$ cat config.mk
export PLATFORM = sky130hd
export DESIGN_NAME = on_off_flow_control_history_top
export DESIGN_NICKNAME = d
export VERILOG_FILES = /design/src/rtl/ofch_pkg.sv /design/src/rtl/on_off_flow_control_history_top.sv /design/src/rtl/ofch_ram.sv /design/src/rtl/ofch_datapath.sv /design/src/rtl/ofch_ctrl.sv
export SDC_FILE = /design/constraint.sdc
export NUM_CORES = 2
export LEC_CHECK = 0
export ABC_AREA = 1
export ABC_CLOCK_PERIOD_IN_PS = 4900
export BUFFER_PORTS_ARGS = -buffer_cell sky130_fd_sc_hd__buf_2
export CORE_ASPECT_RATIO = 1.25
export CORE_MARGIN = 8
export CORE_UTILIZATION = 57
export CTS_CLUSTER_DIAMETER = 200
export DETAILED_ROUTE_END_ITERATION = 12
export PLACE_DENSITY = 0.83
export SYNTH_ARGS = -nofsm -noshare
export SYNTH_HDL_FRONTEND = slang
export SYNTH_SLANG_ARGS = --single-unit
$ cat constraint.sdc
create_clock -name clock -period 4.9 [get_ports clock]
set_input_delay 0.735 -clock clock [delete_from_list [all_inputs] [get_ports clock]]
set_output_delay 0.735 -clock clock [all_outputs]
set_load 0.01 [all_outputs]
$ cat src/rtl/ofch_pkg.sv
package ofch_pkg;

   // Fixed widths of the transaction fields
   localparam int TIME_PORT_W  = 48;
   localparam int COUNT_PORT_W = 5;
   localparam int MODE_W       = 2;
   localparam int ERR_W        = 3;

   typedef enum logic [MODE_W-1:0] {
      MODE_RECEIVE  = 2'd0,
      MODE_ALLOCATE = 2'd1,
      MODE_PRUNE    = 2'd2
   } mode_type;

   typedef enum logic [ERR_W-1:0] {
      ERR_OK            = 3'd0,
      ERR_REPEAT        = 3'd1,
      ERR_LATE          = 3'd2,
      ERR_FULL          = 3'd3,
      ERR_BEFORE_OLDEST = 3'd4
   } err_type;

   typedef enum logic [2:0] {
      ST_INIT,
      ST_IDLE,
      ST_RECV_READ,
      ST_RECV_EVAL,
      ST_SCAN_FIRST,
      ST_SCAN,
      ST_COMMIT,
      ST_RESP
   } state_type;

   // Controller to datapath
   typedef struct packed {
      logic load;
      logic init_wr;
      logic rd_last;
      logic recv_eval;
      logic scan_first;
      logic scan_step;
      logic commit;
   } cmd_type;

   // Datapath to controller
   typedef struct packed {
      logic scan_done;
   } sts_type;

endpackage

$ cat src/rtl/on_off_flow_control_history_top.sv
// Channel   Direction  Handshake            Payload
// req_      in         req_valid/req_stall  mode, event_time, on_status
// rsp_      out        rsp_valid/rsp_stall  granted, grant_time, error_code, entry_count
//
// One transaction in flight at a time; each request gives exactly one response.
// Receive: the newest entry is read, then compared with the request, then the response.
// Allocate, prune: entries are scanned from the oldest (at most the number held), one
// entry per cycle through the single read port of the history RAM, then committed.
// Unused mode answers in the cycle after accept.
// Reset is synchronous; the cycle after reset writes the initial entry (time 0, on) with
// req_stall high. A stalled response holds its payload.
module on_off_flow_control_history_top #(
   parameter int HISTORY_DEPTH = 16,
   parameter int TIME_WIDTH    = 48
) (
   input  logic                                 clock,
   input  logic                                 reset,
   input  logic                                 req_valid,
   output logic                                 req_stall,
   input  logic [ofch_pkg::MODE_W-1:0]          req_mode,
   input  logic [ofch_pkg::TIME_PORT_W-1:0]     req_event_time,
   input  logic                                 req_on_status,
   output logic                                 rsp_valid,
   input  logic                                 rsp_stall,
   output logic                                 rsp_granted,
   output logic [ofch_pkg::TIME_PORT_W-1:0]     rsp_grant_time,
   output logic [ofch_pkg::ERR_W-1:0]           rsp_error_code,
   output logic [ofch_pkg::COUNT_PORT_W-1:0]    rsp_entry_count
);

   // command and status bundles between sequencer and datapath
   ofch_pkg::cmd_type cmd;
   ofch_pkg::sts_type sts;

   // sequencer: accepts a transaction in idle, steps the history read or scan,
   // commits the restamp after a scan, then holds the response until it is taken
   ofch_ctrl u_ctrl (
      .clock     (clock),
      .reset     (reset),
      .req_valid (req_valid),
      .req_mode  (req_mode),
      .req_stall (req_stall),
      .rsp_valid (rsp_valid),
      .rsp_stall (rsp_stall),
      .cmd       (cmd),
      .sts       (sts)
   );

   // datapath: history ring in RAM, oldest pointer, live count, window search
   // and the registered response fields
   ofch_datapath #(
      .HISTORY_DEPTH (HISTORY_DEPTH),
      .TIME_WIDTH    (TIME_WIDTH)
   ) u_datapath (
      .clock           (clock),
      .reset           (reset),
      .cmd             (cmd),
      .sts             (sts),
      .req_mode        (req_mode),
      .req_event_time  (req_event_time),
      .req_on_status   (req_on_status),
      .rsp_granted     (rsp_granted),
      .rsp_grant_time  (rsp_grant_time),
      .rsp_error_code  (rsp_error_code),
      .rsp_entry_count (rsp_entry_count)
   );

endmodule

$ cat src/rtl/ofch_ram.sv
module ofch_ram #(
   parameter int WIDTH = 8,
   parameter int DEPTH = 16
) (
   input  logic                     clock,
   input  logic                     wr_en,
   input  logic [$clog2(DEPTH)-1:0] wr_addr,
   input  logic [WIDTH-1:0]         wr_data,
   input  logic                     rd_en,
   input  logic [$clog2(DEPTH)-1:0] rd_addr,
   output logic [WIDTH-1:0]         rd_data
);

   logic [WIDTH-1:0] mem_ff [DEPTH];
   logic [WIDTH-1:0] rd_data_ff;

   always_ff @(posedge clock) begin
      if (wr_en) begin
         mem_ff[wr_addr] <= wr_data;
      end
      if (rd_en) begin
         rd_data_ff <= mem_ff[rd_addr];
      end
   end

   assign rd_data = rd_data_ff;

endmodule

$ cat src/rtl/ofch_datapath.sv
module ofch_datapath #(
   parameter int HISTORY_DEPTH = 16,
   parameter int TIME_WIDTH    = 48
) (
   input  logic                                 clock,
   input  logic                                 reset,
   input  ofch_pkg::cmd_type                    cmd,
   output ofch_pkg::sts_type                    sts,
   input  logic [ofch_pkg::MODE_W-1:0]          req_mode,
   input  logic [ofch_pkg::TIME_PORT_W-1:0]     req_event_time,
   input  logic                                 req_on_status,
   output logic                                 rsp_granted,
   output logic [ofch_pkg::TIME_PORT_W-1:0]     rsp_grant_time,
   output logic [ofch_pkg::ERR_W-1:0]           rsp_error_code,
   output logic [ofch_pkg::COUNT_PORT_W-1:0]    rsp_entry_count
);

   localparam int IDX_W = $clog2(HISTORY_DEPTH);
   localparam int CNT_W = $clog2(HISTORY_DEPTH + 1);
   localparam int SUM_W = CNT_W + 1;
   localparam int ENT_W = TIME_WIDTH + 1;

   // ring position of the entry at offset off from the oldest
   function automatic logic [IDX_W-1:0] slot_of(input logic [IDX_W-1:0] base,
                                                input logic [CNT_W-1:0] off);
      logic [SUM_W-1:0] sum;
      sum = SUM_W'(base) + SUM_W'(off);
      if (sum >= SUM_W'(HISTORY_DEPTH)) begin
         sum = sum - SUM_W'(HISTORY_DEPTH);
      end
      return sum[IDX_W-1:0];
   endfunction

   logic [ofch_pkg::MODE_W-1:0] mode_ff, mode_in;
   logic [TIME_WIDTH-1:0]       t_ff, t_in;
   logic                        st_ff, st_in;
   logic [IDX_W-1:0]            oldest_ff, oldest_in;
   logic [CNT_W-1:0]            count_ff, count_in;
   logic [CNT_W-1:0]            ri_ff, ri_in;
   logic [CNT_W-1:0]            rj_ff, rj_in;
   logic [TIME_WIDTH-1:0]       prev_time_ff, prev_time_in;
   logic                        prev_on_ff, prev_on_in;
   logic                        granted_ff, granted_in;
   logic [TIME_WIDTH-1:0]       gtime_ff, gtime_in;
   ofch_pkg::err_type           err_ff, err_in;
   logic                        fin_wr_ff, fin_wr_in;
   logic [CNT_W-1:0]            fin_idx_ff, fin_idx_in;
   logic [TIME_WIDTH-1:0]       fin_time_ff, fin_time_in;
   logic                        fin_on_ff, fin_on_in;

   logic                  wr_en, rd_en;
   logic [IDX_W-1:0]      wr_addr, rd_addr;
   logic [ENT_W-1:0]      wr_data, rd_data;
   logic [TIME_WIDTH-1:0] cur_time;
   logic                  cur_on;
   logic [CNT_W-1:0]      count_m1, rj_m1;
   logic [IDX_W-1:0]      last_slot, fin_slot;
   logic                  is_last, has_prev, scan_done;

   // entry layout: {time, on}
   ofch_ram #(
      .WIDTH (ENT_W),
      .DEPTH (HISTORY_DEPTH)
   ) u_hist_ram (
      .clock   (clock),
      .wr_en   (wr_en),
      .wr_addr (wr_addr),
      .wr_data (wr_data),
      .rd_en   (rd_en),
      .rd_addr (rd_addr),
      .rd_data (rd_data)
   );

   assign cur_time  = rd_data[ENT_W-1:1];
   assign cur_on    = rd_data[0];
   assign count_m1  = count_ff - 1'b1;
   assign rj_m1     = rj_ff - 1'b1;
   assign last_slot = slot_of(oldest_ff, count_m1);
   assign fin_slot  = slot_of(oldest_ff, fin_idx_ff);
   assign is_last   = (rj_ff == count_m1);
   assign has_prev  = (rj_ff != '0);

   always_comb begin
      mode_in      = mode_ff;
      t_in         = t_ff;
      st_in        = st_ff;
      oldest_in    = oldest_ff;
      count_in     = count_ff;
      ri_in        = ri_ff;
      rj_in        = rj_ff;
      prev_time_in = prev_time_ff;
      prev_on_in   = prev_on_ff;
      granted_in   = granted_ff;
      gtime_in     = gtime_ff;
      err_in       = err_ff;
      fin_wr_in    = fin_wr_ff;
      fin_idx_in   = fin_idx_ff;
      fin_time_in  = fin_time_ff;
      fin_on_in    = fin_on_ff;
      wr_en        = 1'b0;
      wr_addr      = last_slot;
      wr_data      = {t_ff, st_ff};
      rd_en        = 1'b0;
      rd_addr      = slot_of(oldest_ff, ri_ff);
      scan_done    = 1'b0;

      if (cmd.init_wr) begin
         wr_en   = 1'b1;
         wr_addr = '0;
         wr_data = {{TIME_WIDTH{1'b0}}, 1'b1};
      end

      if (cmd.load) begin
         mode_in    = req_mode;
         t_in       = TIME_WIDTH'(req_event_time);
         st_in      = req_on_status;
         granted_in = 1'b0;
         gtime_in   = TIME_WIDTH'(req_event_time);
         err_in     = ofch_pkg::ERR_OK;
      end

      if (cmd.rd_last) begin
         rd_en   = 1'b1;
         rd_addr = last_slot;
      end

      // newest entry is on rd_data
      if (cmd.recv_eval) begin
         if (st_ff == cur_on) begin
            err_in = ofch_pkg::ERR_REPEAT;
         end else if (cur_time < t_ff) begin
            if (count_ff >= CNT_W'(HISTORY_DEPTH)) begin
               err_in = ofch_pkg::ERR_FULL;
            end else begin
               wr_en    = 1'b1;
               wr_addr  = slot_of(oldest_ff, count_ff);
               wr_data  = {t_ff, st_ff};
               count_in = count_ff + 1'b1;
            end
         end else if (count_ff == CNT_W'(1)) begin
            wr_en   = 1'b1;
            wr_addr = last_slot;
            wr_data = {cur_time, st_ff};
         end else begin
            err_in = ofch_pkg::ERR_LATE;
         end
      end

      if (cmd.scan_first) begin
         rd_en   = 1'b1;
         rd_addr = oldest_ff;
         ri_in   = CNT_W'(1);
         rj_in   = '0;
      end

      // entry rj is on rd_data, entry rj-1 sits in prev
      if (cmd.scan_step) begin
         rd_en        = 1'b1;
         ri_in        = ri_ff + 1'b1;
         rj_in        = rj_ff + 1'b1;
         prev_time_in = cur_time;
         prev_on_in   = cur_on;
         case (mode_ff)
            ofch_pkg::MODE_ALLOCATE: begin
               if (has_prev && prev_on_ff && (prev_time_ff >= t_ff)) begin
                  scan_done   = 1'b1;
                  granted_in  = 1'b1;
                  gtime_in    = prev_time_ff;
                  fin_wr_in   = 1'b1;
                  fin_idx_in  = rj_m1;
                  fin_time_in = prev_time_ff;
                  fin_on_in   = 1'b1;
               end else if (has_prev && prev_on_ff && (cur_time > t_ff)) begin
                  scan_done   = 1'b1;
                  granted_in  = 1'b1;
                  gtime_in    = t_ff;
                  fin_wr_in   = 1'b1;
                  fin_idx_in  = rj_m1;
                  fin_time_in = t_ff;
                  fin_on_in   = 1'b1;
               end else if (is_last) begin
                  scan_done = 1'b1;
                  fin_wr_in = cur_on;
                  if (cur_on) begin
                     granted_in  = 1'b1;
                     gtime_in    = (cur_time > t_ff) ? cur_time : t_ff;
                     fin_idx_in  = rj_ff;
                     fin_time_in = (cur_time > t_ff) ? cur_time : t_ff;
                     fin_on_in   = 1'b1;
                  end
               end
            end
            ofch_pkg::MODE_PRUNE: begin
               if (cur_time > t_ff) begin
                  scan_done = 1'b1;
                  if (!has_prev) begin
                     err_in    = ofch_pkg::ERR_BEFORE_OLDEST;
                     fin_wr_in = 1'b0;
                  end else begin
                     fin_wr_in   = 1'b1;
                     fin_idx_in  = rj_m1;
                     fin_time_in = t_ff;
                     fin_on_in   = prev_on_ff;
                  end
               end else if (is_last) begin
                  scan_done   = 1'b1;
                  fin_wr_in   = 1'b1;
                  fin_idx_in  = rj_ff;
                  fin_time_in = t_ff;
                  fin_on_in   = cur_on;
               end
            end
            default: begin
               scan_done = 1'b1;
               fin_wr_in = 1'b0;
            end
         endcase
      end

      // restamp the surviving entry and drop the ones before it
      if (cmd.commit && fin_wr_ff) begin
         wr_en     = 1'b1;
         wr_addr   = fin_slot;
         wr_data   = {fin_time_ff, fin_on_ff};
         oldest_in = fin_slot;
         count_in  = count_ff - fin_idx_ff;
      end
   end

   always_ff @(posedge clock) begin
      if (reset) begin
         oldest_ff  <= '0;
         count_ff   <= CNT_W'(1);
         granted_ff <= 1'b0;
         err_ff     <= ofch_pkg::ERR_OK;
      end else begin
         oldest_ff  <= oldest_in;
         count_ff   <= count_in;
         granted_ff <= granted_in;
         err_ff     <= err_in;
      end
      mode_ff      <= mode_in;
      t_ff         <= t_in;
      st_ff        <= st_in;
      ri_ff        <= ri_in;
      rj_ff        <= rj_in;
      prev_time_ff <= prev_time_in;
      prev_on_ff   <= prev_on_in;
      gtime_ff     <= gtime_in;
      fin_wr_ff    <= fin_wr_in;
      fin_idx_ff   <= fin_idx_in;
      fin_time_ff  <= fin_time_in;
      fin_on_ff    <= fin_on_in;
   end

   assign sts.scan_done   = scan_done;
   assign rsp_granted     = granted_ff;
   assign rsp_grant_time  = ofch_pkg::TIME_PORT_W'(gtime_ff);
   assign rsp_error_code  = err_ff;
   assign rsp_entry_count = ofch_pkg::COUNT_PORT_W'(count_ff);

`ifndef SYNTHESIS
   a_count_range : assert property (@(posedge clock) disable iff (reset)
      (count_ff != '0) && (count_ff <= CNT_W'(HISTORY_DEPTH)))
      else $error("history count out of range");

   a_oldest_range : assert property (@(posedge clock) disable iff (reset)
      oldest_ff <= IDX_W'(HISTORY_DEPTH - 1))
      else $error("oldest pointer beyond ring");

   a_grant_no_err : assert property (@(posedge clock) disable iff (reset)
      granted_ff |-> (err_ff == ofch_pkg::ERR_OK))
      else $error("grant flagged with an error");

   a_count_hold : assert property (@(posedge clock) disable iff (reset)
      (!cmd.recv_eval && !cmd.commit) |=> $stable(count_ff))
      else $error("history count moved outside receive or commit");
`endif

endmodule

$ cat src/rtl/ofch_ctrl.sv
module ofch_ctrl (
   input  logic                        clock,
   input  logic                        reset,
   input  logic                        req_valid,
   input  logic [ofch_pkg::MODE_W-1:0] req_mode,
   output logic                        req_stall,
   output logic                        rsp_valid,
   input  logic                        rsp_stall,
   output ofch_pkg::cmd_type           cmd,
   input  ofch_pkg::sts_type           sts
);

   ofch_pkg::state_type state_ff, state_in;

   always_comb begin
      state_in = state_ff;
      case (state_ff)
         ofch_pkg::ST_INIT: begin
            state_in = ofch_pkg::ST_IDLE;
         end
         ofch_pkg::ST_IDLE: begin
            if (req_valid) begin
               case (req_mode)
                  ofch_pkg::MODE_RECEIVE:  state_in = ofch_pkg::ST_RECV_READ;
                  ofch_pkg::MODE_ALLOCATE: state_in = ofch_pkg::ST_SCAN_FIRST;
                  ofch_pkg::MODE_PRUNE:    state_in = ofch_pkg::ST_SCAN_FIRST;
                  default:                 state_in = ofch_pkg::ST_RESP;
               endcase
            end
         end
         ofch_pkg::ST_RECV_READ: begin
            state_in = ofch_pkg::ST_RECV_EVAL;
         end
         ofch_pkg::ST_RECV_EVAL: begin
            state_in = ofch_pkg::ST_RESP;
         end
         ofch_pkg::ST_SCAN_FIRST: begin
            state_in = ofch_pkg::ST_SCAN;
         end
         ofch_pkg::ST_SCAN: begin
            if (sts.scan_done) begin
               state_in = ofch_pkg::ST_COMMIT;
            end
         end
         ofch_pkg::ST_COMMIT: begin
            state_in = ofch_pkg::ST_RESP;
         end
         ofch_pkg::ST_RESP: begin
            if (!rsp_stall) begin
               state_in = ofch_pkg::ST_IDLE;
            end
         end
         default: begin
            state_in = ofch_pkg::ST_INIT;
         end
      endcase
   end

   always_comb begin
      cmd       = '0;
      req_stall = 1'b1;
      rsp_valid = 1'b0;
      case (state_ff)
         ofch_pkg::ST_INIT: begin
            cmd.init_wr = 1'b1;
         end
         ofch_pkg::ST_IDLE: begin
            req_stall = 1'b0;
            cmd.load  = req_valid;
         end
         ofch_pkg::ST_RECV_READ: begin
            cmd.rd_last = 1'b1;
         end
         ofch_pkg::ST_RECV_EVAL: begin
            cmd.recv_eval = 1'b1;
         end
         ofch_pkg::ST_SCAN_FIRST: begin
            cmd.scan_first = 1'b1;
         end
         ofch_pkg::ST_SCAN: begin
            cmd.scan_step = 1'b1;
         end
         ofch_pkg::ST_COMMIT: begin
            cmd.commit = 1'b1;
         end
         ofch_pkg::ST_RESP: begin
            rsp_valid = 1'b1;
         end
         default: begin
            cmd = '0;
         end
      endcase
   end

   always_ff @(posedge clock) begin
      if (reset) begin
         state_ff <= ofch_pkg::ST_INIT;
      end else begin
         state_ff <= state_in;
      end
   end

endmodule

# Word level (Yosys, flattened, before mapping)
# Memory sizes are Yosys's and may differ from the RTL's. A register that Yosys moved wholly into a read port is not among the register bits.
# Index checks and enable logic that the tools add are counted.
dict set report totals {
  ff_bits 229
  mem_bits_rw 784
  in_bits 55
  output_inout_bits 59
  elab_cells 196
  n_memories 1
}
# name words word_bits read_ports rd_clocked_by_memory_dff write_ports line
set memory_table {}
lappend memory_table {u_datapath.u_hist_ram.mem_ff 16 49 1 1 1 ofch_ram.sv:14} ;# logic [WIDTH-1:0] mem_ff [DEPTH];
dict set report classes {
  add_sub_neg 14
  order_cmp 8
  n_eq_ne 23
  mux 116
  n_reduce_logical 17
}
# operator count
set op_table {}
lappend op_table {{two-way mux 48 bit} 15}
lappend op_table {{two-way mux 49 bit} 7}
lappend op_table {{case mux 48 bit (2 select lines)} 1}
lappend op_table {{two-way mux 5 bit} 16}
lappend op_table {{two-way mux 4 bit} 13}
lappend op_table {{greater-or-equal comparator 48 bit} 1}
lappend op_table {{> comparator 48 bit} 1}
lappend op_table {{less-than comparator 48 bit} 1}
lappend op_table {{two-way mux 1 bit} 45}
lappend op_table {{two-way mux 3 bit} 13}
lappend op_table {{adder 4 x 5 -> 6 bit} 4}
lappend op_table {{greater-or-equal comparator 6 x 5 -> 1 bit, second input constant} 4}
lappend op_table {{case mux 3 bit (7 select lines)} 1}
lappend op_table {{subtractor 4 x 1 -> 4 bit, second input constant} 4}
lappend op_table {{adder 5 x 1 -> 5 bit, second input constant} 3}
lappend op_table {{equality test 3 bit, second input constant} 4}
lappend op_table {{inequality test 2 bit, second input constant} 5}
lappend op_table {{case mux 5 bit (2 select lines)} 1}
lappend op_table {{subtractor 5 x 1 -> 5 bit, second input constant} 2}
lappend op_table {{nonzero test 2 bit} 4}
lappend op_table {{equality test 3 x 2 -> 1 bit, second input constant} 2}
lappend op_table {{case mux 1 bit (2 select lines)} 3}
lappend op_table {{case mux 3 bit (2 select lines)} 1}
lappend op_table {{AND reduction 3 bit} 2}
lappend op_table {{other kinds (19)} 25}

# Logic depth before layout (Yosys ltp)
dict set report logic_depth {
  word_depth 11
  depth_mapped 22
  mapped_depth_nobuf 21
}

# Modules after synthesis
# A second synthesis with hierarchy kept.
dict set report hier_totals {
  cells_unflattened 5941
  hier_area_um2 53395.0
}
# mod instances cells_each area_each_um2 seq_area_each_um2
set modules_own_cells {}
lappend modules_own_cells {ofch_ram 1 3233 35192.5 25014.0}
lappend modules_own_cells {ofch_datapath 1 2658 17900.9 6145.9}
lappend modules_own_cells {ofch_ctrl 1 50 301.5 60.1}

# Least setup slack after synthesis
# Ideal clock, no wire load.
dict set report synth_path {
  path_kind {reg-to-reg}
  from {register u_datapath.count_ff[1] (netlist: u_datapath.rsp_entry_count[1])}
  to {memory u_datapath.u_hist_ram.mem_ff[2][0] (netlist name), enable pin}
  setup_ps 456
  t_arrival_ps 4542
  path_slack_ps -98
  stages_incl_launch_ff 19
  path_buffers 0
  path_cell_list {dfxtp_1 -> inv_1 -> ha_1 -> xnor2_1 -> inv_1 -> ha_1 -> a21o_1 -> nor2_1 -> nand3_1 -> and2_1 -> o21ai_0 -> nand2_1 -> o21ai_0 -> nand2_1 -> nand2_1 -> nand2_1 -> nand2_1 -> nand2_1 -> nor2_1}
}
dict set report synth_via {
  elab_chain_cells 10
  elab_cells_between_ends 26
  cone_classes {5 x add/sub; 3 x order compare; 1 x eq/ne; 17 x mux}
}
# item line
set synth_rtl {}
lappend synth_rtl {{from (decl)} ofch_datapath.sv:38} ;# logic [CNT_W-1:0] count_ff, count_in;
lappend synth_rtl {{from (signal assigned)} ofch_datapath.sv:238} ;# count_ff <= count_in;
lappend synth_rtl {{subtractor 5 x 1 -> 5 bit} ofch_datapath.sv:76} ;# assign count_m1 = count_ff - 1'b1;
lappend synth_rtl {{adder 4 x 5 -> 6 bit} ofch_datapath.sv:27} ;# sum = SUM_W'(base) + SUM_W'(off);
lappend synth_rtl {{greater-or-equal comparator 6 x 5 -> 1 bit / subtractor 4 x 1 -> 4 bit (equally long branches)} {ofch_datapath.sv:28, ofch_datapath.sv:29}}
lappend synth_rtl {{two-way mux 4 bit} ofch_datapath.sv:28} ;# if (sum >= SUM_W'(HISTORY_DEPTH)) begin
lappend synth_rtl {{two-way mux 4 bit} ofch_datapath.sv:107} ;# if (cmd.init_wr) begin
lappend synth_rtl {{two-way mux 4 bit, on equally long branches} {ofch_datapath.sv:140, ofch_datapath.sv:132}}
lappend synth_rtl {{two-way mux 4 bit} ofch_datapath.sv:131} ;# end else if (cur_time < t_ff) begin
lappend synth_rtl {{two-way mux 4 bit} ofch_datapath.sv:129} ;# if (st_ff == cur_on) begin
lappend synth_rtl {{two-way mux 4 bit} ofch_datapath.sv:128} ;# if (cmd.recv_eval) begin
lappend synth_rtl {{two-way mux 4 bit} ofch_datapath.sv:221} ;# if (cmd.commit && fin_wr_ff) begin
lappend synth_rtl {{to (decl)} ofch_ram.sv:14}
# Several ways; a longest one is shown, not always the timed one.

# Worst setup path in the final report
dict set report layout_path {
  from {register u_datapath.t_ff[43]}
  to {memory u_datapath.u_hist_ram.mem_ff[11][20] (netlist name), enable pin}
}
dict set report layout_via {
  elab_chain_cells 7
  elab_cells_between_ends 11
  cone_classes {1 x order compare; 10 x mux}
}
# item line
set layout_rtl {}
lappend layout_rtl {{from (decl)} ofch_datapath.sv:35} ;# logic [TIME_WIDTH-1:0] t_ff, t_in;
lappend layout_rtl {{from (signal assigned)} ofch_datapath.sv:243} ;# t_ff <= t_in;
lappend layout_rtl {{less-than comparator 48 bit (*)} ofch_datapath.sv:131}
lappend layout_rtl {{two-way mux 1 bit} ofch_datapath.sv:131}
lappend layout_rtl {{two-way mux 1 bit} ofch_datapath.sv:129}
lappend layout_rtl {{two-way mux 1 bit} ofch_datapath.sv:128}
lappend layout_rtl {{two-way mux 1 bit} ofch_datapath.sv:221}
lappend layout_rtl {{two-way mux 1 bit} ofch_ram.sv:18} ;# if (wr_en) begin
lappend layout_rtl {{two-way mux 1 bit (not written as such)} ofch_ram.sv:19} ;# mem_ff[wr_addr] <= wr_data;
# Mark *: on every way between the ends. The rest lies on a longest branch, timed or not.

==> results.py <==
metrics = {
    "outcome": {
        "status": "complete, no violations",
    },
    "sta": {
        "max_slew.worst_pin.slew_ps": 1070,
        "hold_viol_final": 0,
        "period_needed_ps": 4450,
        "clock.fmax_ghz": 0.225,
        "skew_ps": 47.0,
        "report.final.slew_viol_count": 0,
        "setup_tns_ps": 0,
        "fin_crit_sh_pct": 90.9,
        "max_slew_margin_pct": 28.5,
        "setup_viol": 0,
        "setup_slack_ps": 448,
        "rsz0062_at_grt": "false",
    },
    "synth": {
        "synth_compound_area_share_pct": 13.5,
        "synth.avg_cell_area_um2": 10.1,
        "yosys_warnings": 0,
        "ys_seq_area_share_pct": 61.4,
        "synth_edf_count": 997,
        "syn_nets": 5195,
        "synthCells": 5014,
        "synth_xor_area_share_pct": 0.362,
        "yosys.area_share.simple_pct": 13.5,
        "ys_async_sr_fraction_pct": 0,
        "muxShareOfSynthArea_pct": 1.28,
        "synth_top_family_by_area": "simple AND/OR/NAND/NOR gates",
        "yosys-top-cells-area": "edfxtp_1 (59%), nand2_1 (9.1%), o211ai_1 (5.1%), o21ai_0 (4.3%), inv_1 (4.0%)",
        "synth_ff_type": "edfxtp_1",
        "ys_seq_elements": 1061,
        "synth_area_um2": 50800,
        "yosys.area_share.adder_pct": 3.17,
        "synth.top_cell.area_share_pct": 58.9,
        "synth.distinct_cells": 46,
        "yosysTopAreaCell": "edfxtp_1",
    },
    "drt": {
        "viasPerCell": 6.11,
        "drcViolationCount": 0,
        "via_count": 38450,
        "wl_per_cell_um": 22.3,
        "drt-initial-drc-count": 5361,
        "totalWireLength_mm": 141,
        "detail-route-antenna-nets": 0,
        "first_pass_iters": 9,
    },
    "power": {
        "power.density_nw_per_um2": 570,
        "ir_worst_vdd_v": 0.000384,
        "seq_power_share_pct": 39.1,
        "clkPwrFrac_pct": 24.1,
        "p_sw_mw": 12.4,
        "intPower_mw": 19.5,
        "power_mw": 31.9,
        "combPwrFrac_pct": 36.8,
        "switching_share_pct": 38.9,
        "p_leak_nw": 21.9,
    },
    "clock_tree": {
        "worstSkewPairLatency_ps": 700,
        "cts_root_buffer": "clkbuf_16",
        "clockBufferDepth": 3,
        "clock-sinks": 1061,
        "cts_hold_buf": 0,
        "clkTransAtPathRegs_ps": 70,
        "cts_tree": "yes",
        "cts_setup_buffers": 0,
        "cts_buffers": 97,
        "htree_levels": 3,
        "cts_resized": 0,
    },
    "floorplan": {
        "rows": 122,
        "pin_count": 114,
        "initial_core_util_pct": 57.4,
        "die_w_um": 283,
        "core-area_um2": 88500,
        "dieArea_um2": 99100,
        "die_h_um": 350,
    },
    "finish": {
        "fillerInstances": 6484,
        "finalInstanceArea_um2": 55900,
        "nets": 5210,
        "drive_gt1_share_pct": 8.85,
        "area_growth_pct": 10.0,
    },
    "global_routing": {
        "antenna_found_initial": 7,
        "gr-total-overflow": 0,
        "grt_usage_pct": 27.4,
        "grt_use_met3_pct": 5.42,
        "grt_use_met2_pct": 45.9,
        "grt_pass1_wl_mm": 213,
        "grt_pass1_vias": 37373,
        "grt_use_met1_pct": 33.7,
        "grt_most_used_layer": "met2",
        "grt_max_degree": 149,
    },
    "place": {
        "post-place-ws_ps": 576,
        "place_area_um2": 52800,
        "dp_hpwl_mm": 85.6,
        "place.port_buffers": 113,
        "place.gp.congestion": 0.967,
    },
    "worst_setup_path": {
        "cp.arrival_ps": 4810,
        "required_ps": 5260,
        "crit_path_end_kind": "register",
        "cp_max_fo": 31,
        "critical_path_class": "reg2reg",
        "cp-start-kind": "register",
    },
    "min_path": {
        "min_path_type": "in2reg",
    },
    "flow_run": {
        "cap_viol_max_count": 0,
    },
}
==> cells in the final DEF (no fill, tap or decap), drive strengths merged, types with 5 or more instances in the layout <==
master	Yosys	layout
xor2	11	11
o22ai	21	21
clkinvlp	0	8
dfxtp	64	64
edfxtp	997	997
o21ai	486	486
nand4	7	7
clkinv	2	39
bufinv	0	10
a21oi	234	234
inv	555	558
a21o	8	8
or2	51	51
fa	5	5
nand3	113	113
a21boi	11	11
nand2	1239	1239
clkbuf	127	119
ha	121	121
o211ai	342	342
nor3	5	5
a22oi	38	38
nor2	324	324
mux2i	65	65
buf	159	202
xnor2	10	10
==> critical path, cell delays in order (launching register included) <==
cell and delay, ps:
edfxtp_1 390, inv_1 100, ha_1 310, nand2_1 70
nor2_1 150, nand2_1 170, nor2_2 320, nand2b_1 90
nor2_1 90, nand2_1 200, nand3_2 330, nand2_1 90
nand2_1 70, nand2_1 40, a21boi_0 450, nand2_1 440
nor2_4 480, buf_12 290
==> metrics by stage <==
step,hold WS [ps],utilization [%],std cells
6_report,230,63.2,6289
5_1_grt,227,63.2,6285
4_1_cts,212,63.2,6285
3_5_place_dp,460,59.6,6108
3_3_place_gp,455,59.6,6108
2_1_floorplan,475,-,5014
==> path summary, 6_finish.rpt <==
check / start / end / slack, ps / cells after the start
min reg2reg: u_datapath.rsp_granted / u_datapath.rsp_granted / 470 / 2
max reg2reg: u_datapath.t_ff[43] / u_datapath.u_hist_ram.mem_ff[11][20] / 450 / 17
max: u_datapath.t_ff[43] / u_datapath.u_hist_ram.mem_ff[11][20] / 450 / 17
min: req_event_time[19] / u_datapath.t_ff[19] / 230 / 1
==> power groups by stage <==
stage / registers, mW / clock network [mW] / logic (mW)
2_1_floorplan: 12.5 / 0 / 7.47
3_3_place_gp: 12.6 / 0 / 10.9
3_5_place_dp: 12.6 / 0 / 11.3
4_1_cts: 12.4 / 7.68 / 11.4
5_1_grt: 12.5 / 8.01 / 12.7
6_report: 12.5 / 7.67 / 11.7
==> flip-flops by register name (all words and copies together) (netlist names), 4 cells and up <==
signal,cells
u_datapath.t_ff,48
u_datapath.u_hist_ram.mem_ff,784
u_datapath.rsp_grant_time,48
u_datapath.rsp_entry_count,5
u_datapath.prev_time_ff,48
u_datapath.fin_idx_ff,5
u_datapath.rj_ff,5
u_datapath.ri_ff,4
u_datapath.u_hist_ram.rd_data,49
u_datapath.fin_time_ff,48
u_datapath.oldest_ff,4
==> kinds of logic after synthesis <==
group,count (synthesis)
flops,1061
simple gates,1743
mux,65
buf+inv,843
compound gates,1155
xor+xnor,21
fa+ha+maj,126
==> cells in the mapped netlist, types with 3 or more instances <==
master	instances
dfxtp_1	64
fa_1	5
a21oi_1	233
a21o_1	8
clkbuf_1	127
buf_1	9
ha_1	121
nor3_1	5
or2_1	4
and2_1	3
buf_4	22
xnor2_1	10
inv_1	543
nand4_1	7
o21ai_0	438
mux2i_1	65
o211ai_1	342
or2_2	47
a31oi_1	3
a22oi_1	38
buf_6	6
nand3_1	111
buf_2	122
nor2_2	3
nand2_1	1237
o22ai_1	21
edfxtp_1	997
o21ai_1	46
a21boi_1	8
inv_2	12
xor2_1	11
o21a_1	4
a21boi_0	3
nor2_1	321
==> final cells by class <==
type | instances | area, um2 | share of cell area (%)
multi-input cells | 3110 | 16400 | 29.3
clock buffers | 119 | 2560 | 4.58
inverters | 557 | 2090 | 3.75
flip-flops and latches | 1061 | 31200 | 55.8
well taps | 1178 | 1470 | 2.64
repair buffers | 202 | 1600 | 2.85
diodes | 4 | 10.0 | 0.0179
clock inverters | 58 | 599 | 1.07
==> layer usage <==
layer | wire length, um | up-vias | share of wire (%)
li1 | - | 17313 | -
met1 | 50000 | 17986 | 36
met2 | 66700 | 2637 | 47
met3 | 16600 | 512 | 12
met4 | 7210 | 2 | 5.1
met5 | 13 | - | 0.0093
Note: power is estimated with default switching activity, not from simulation.
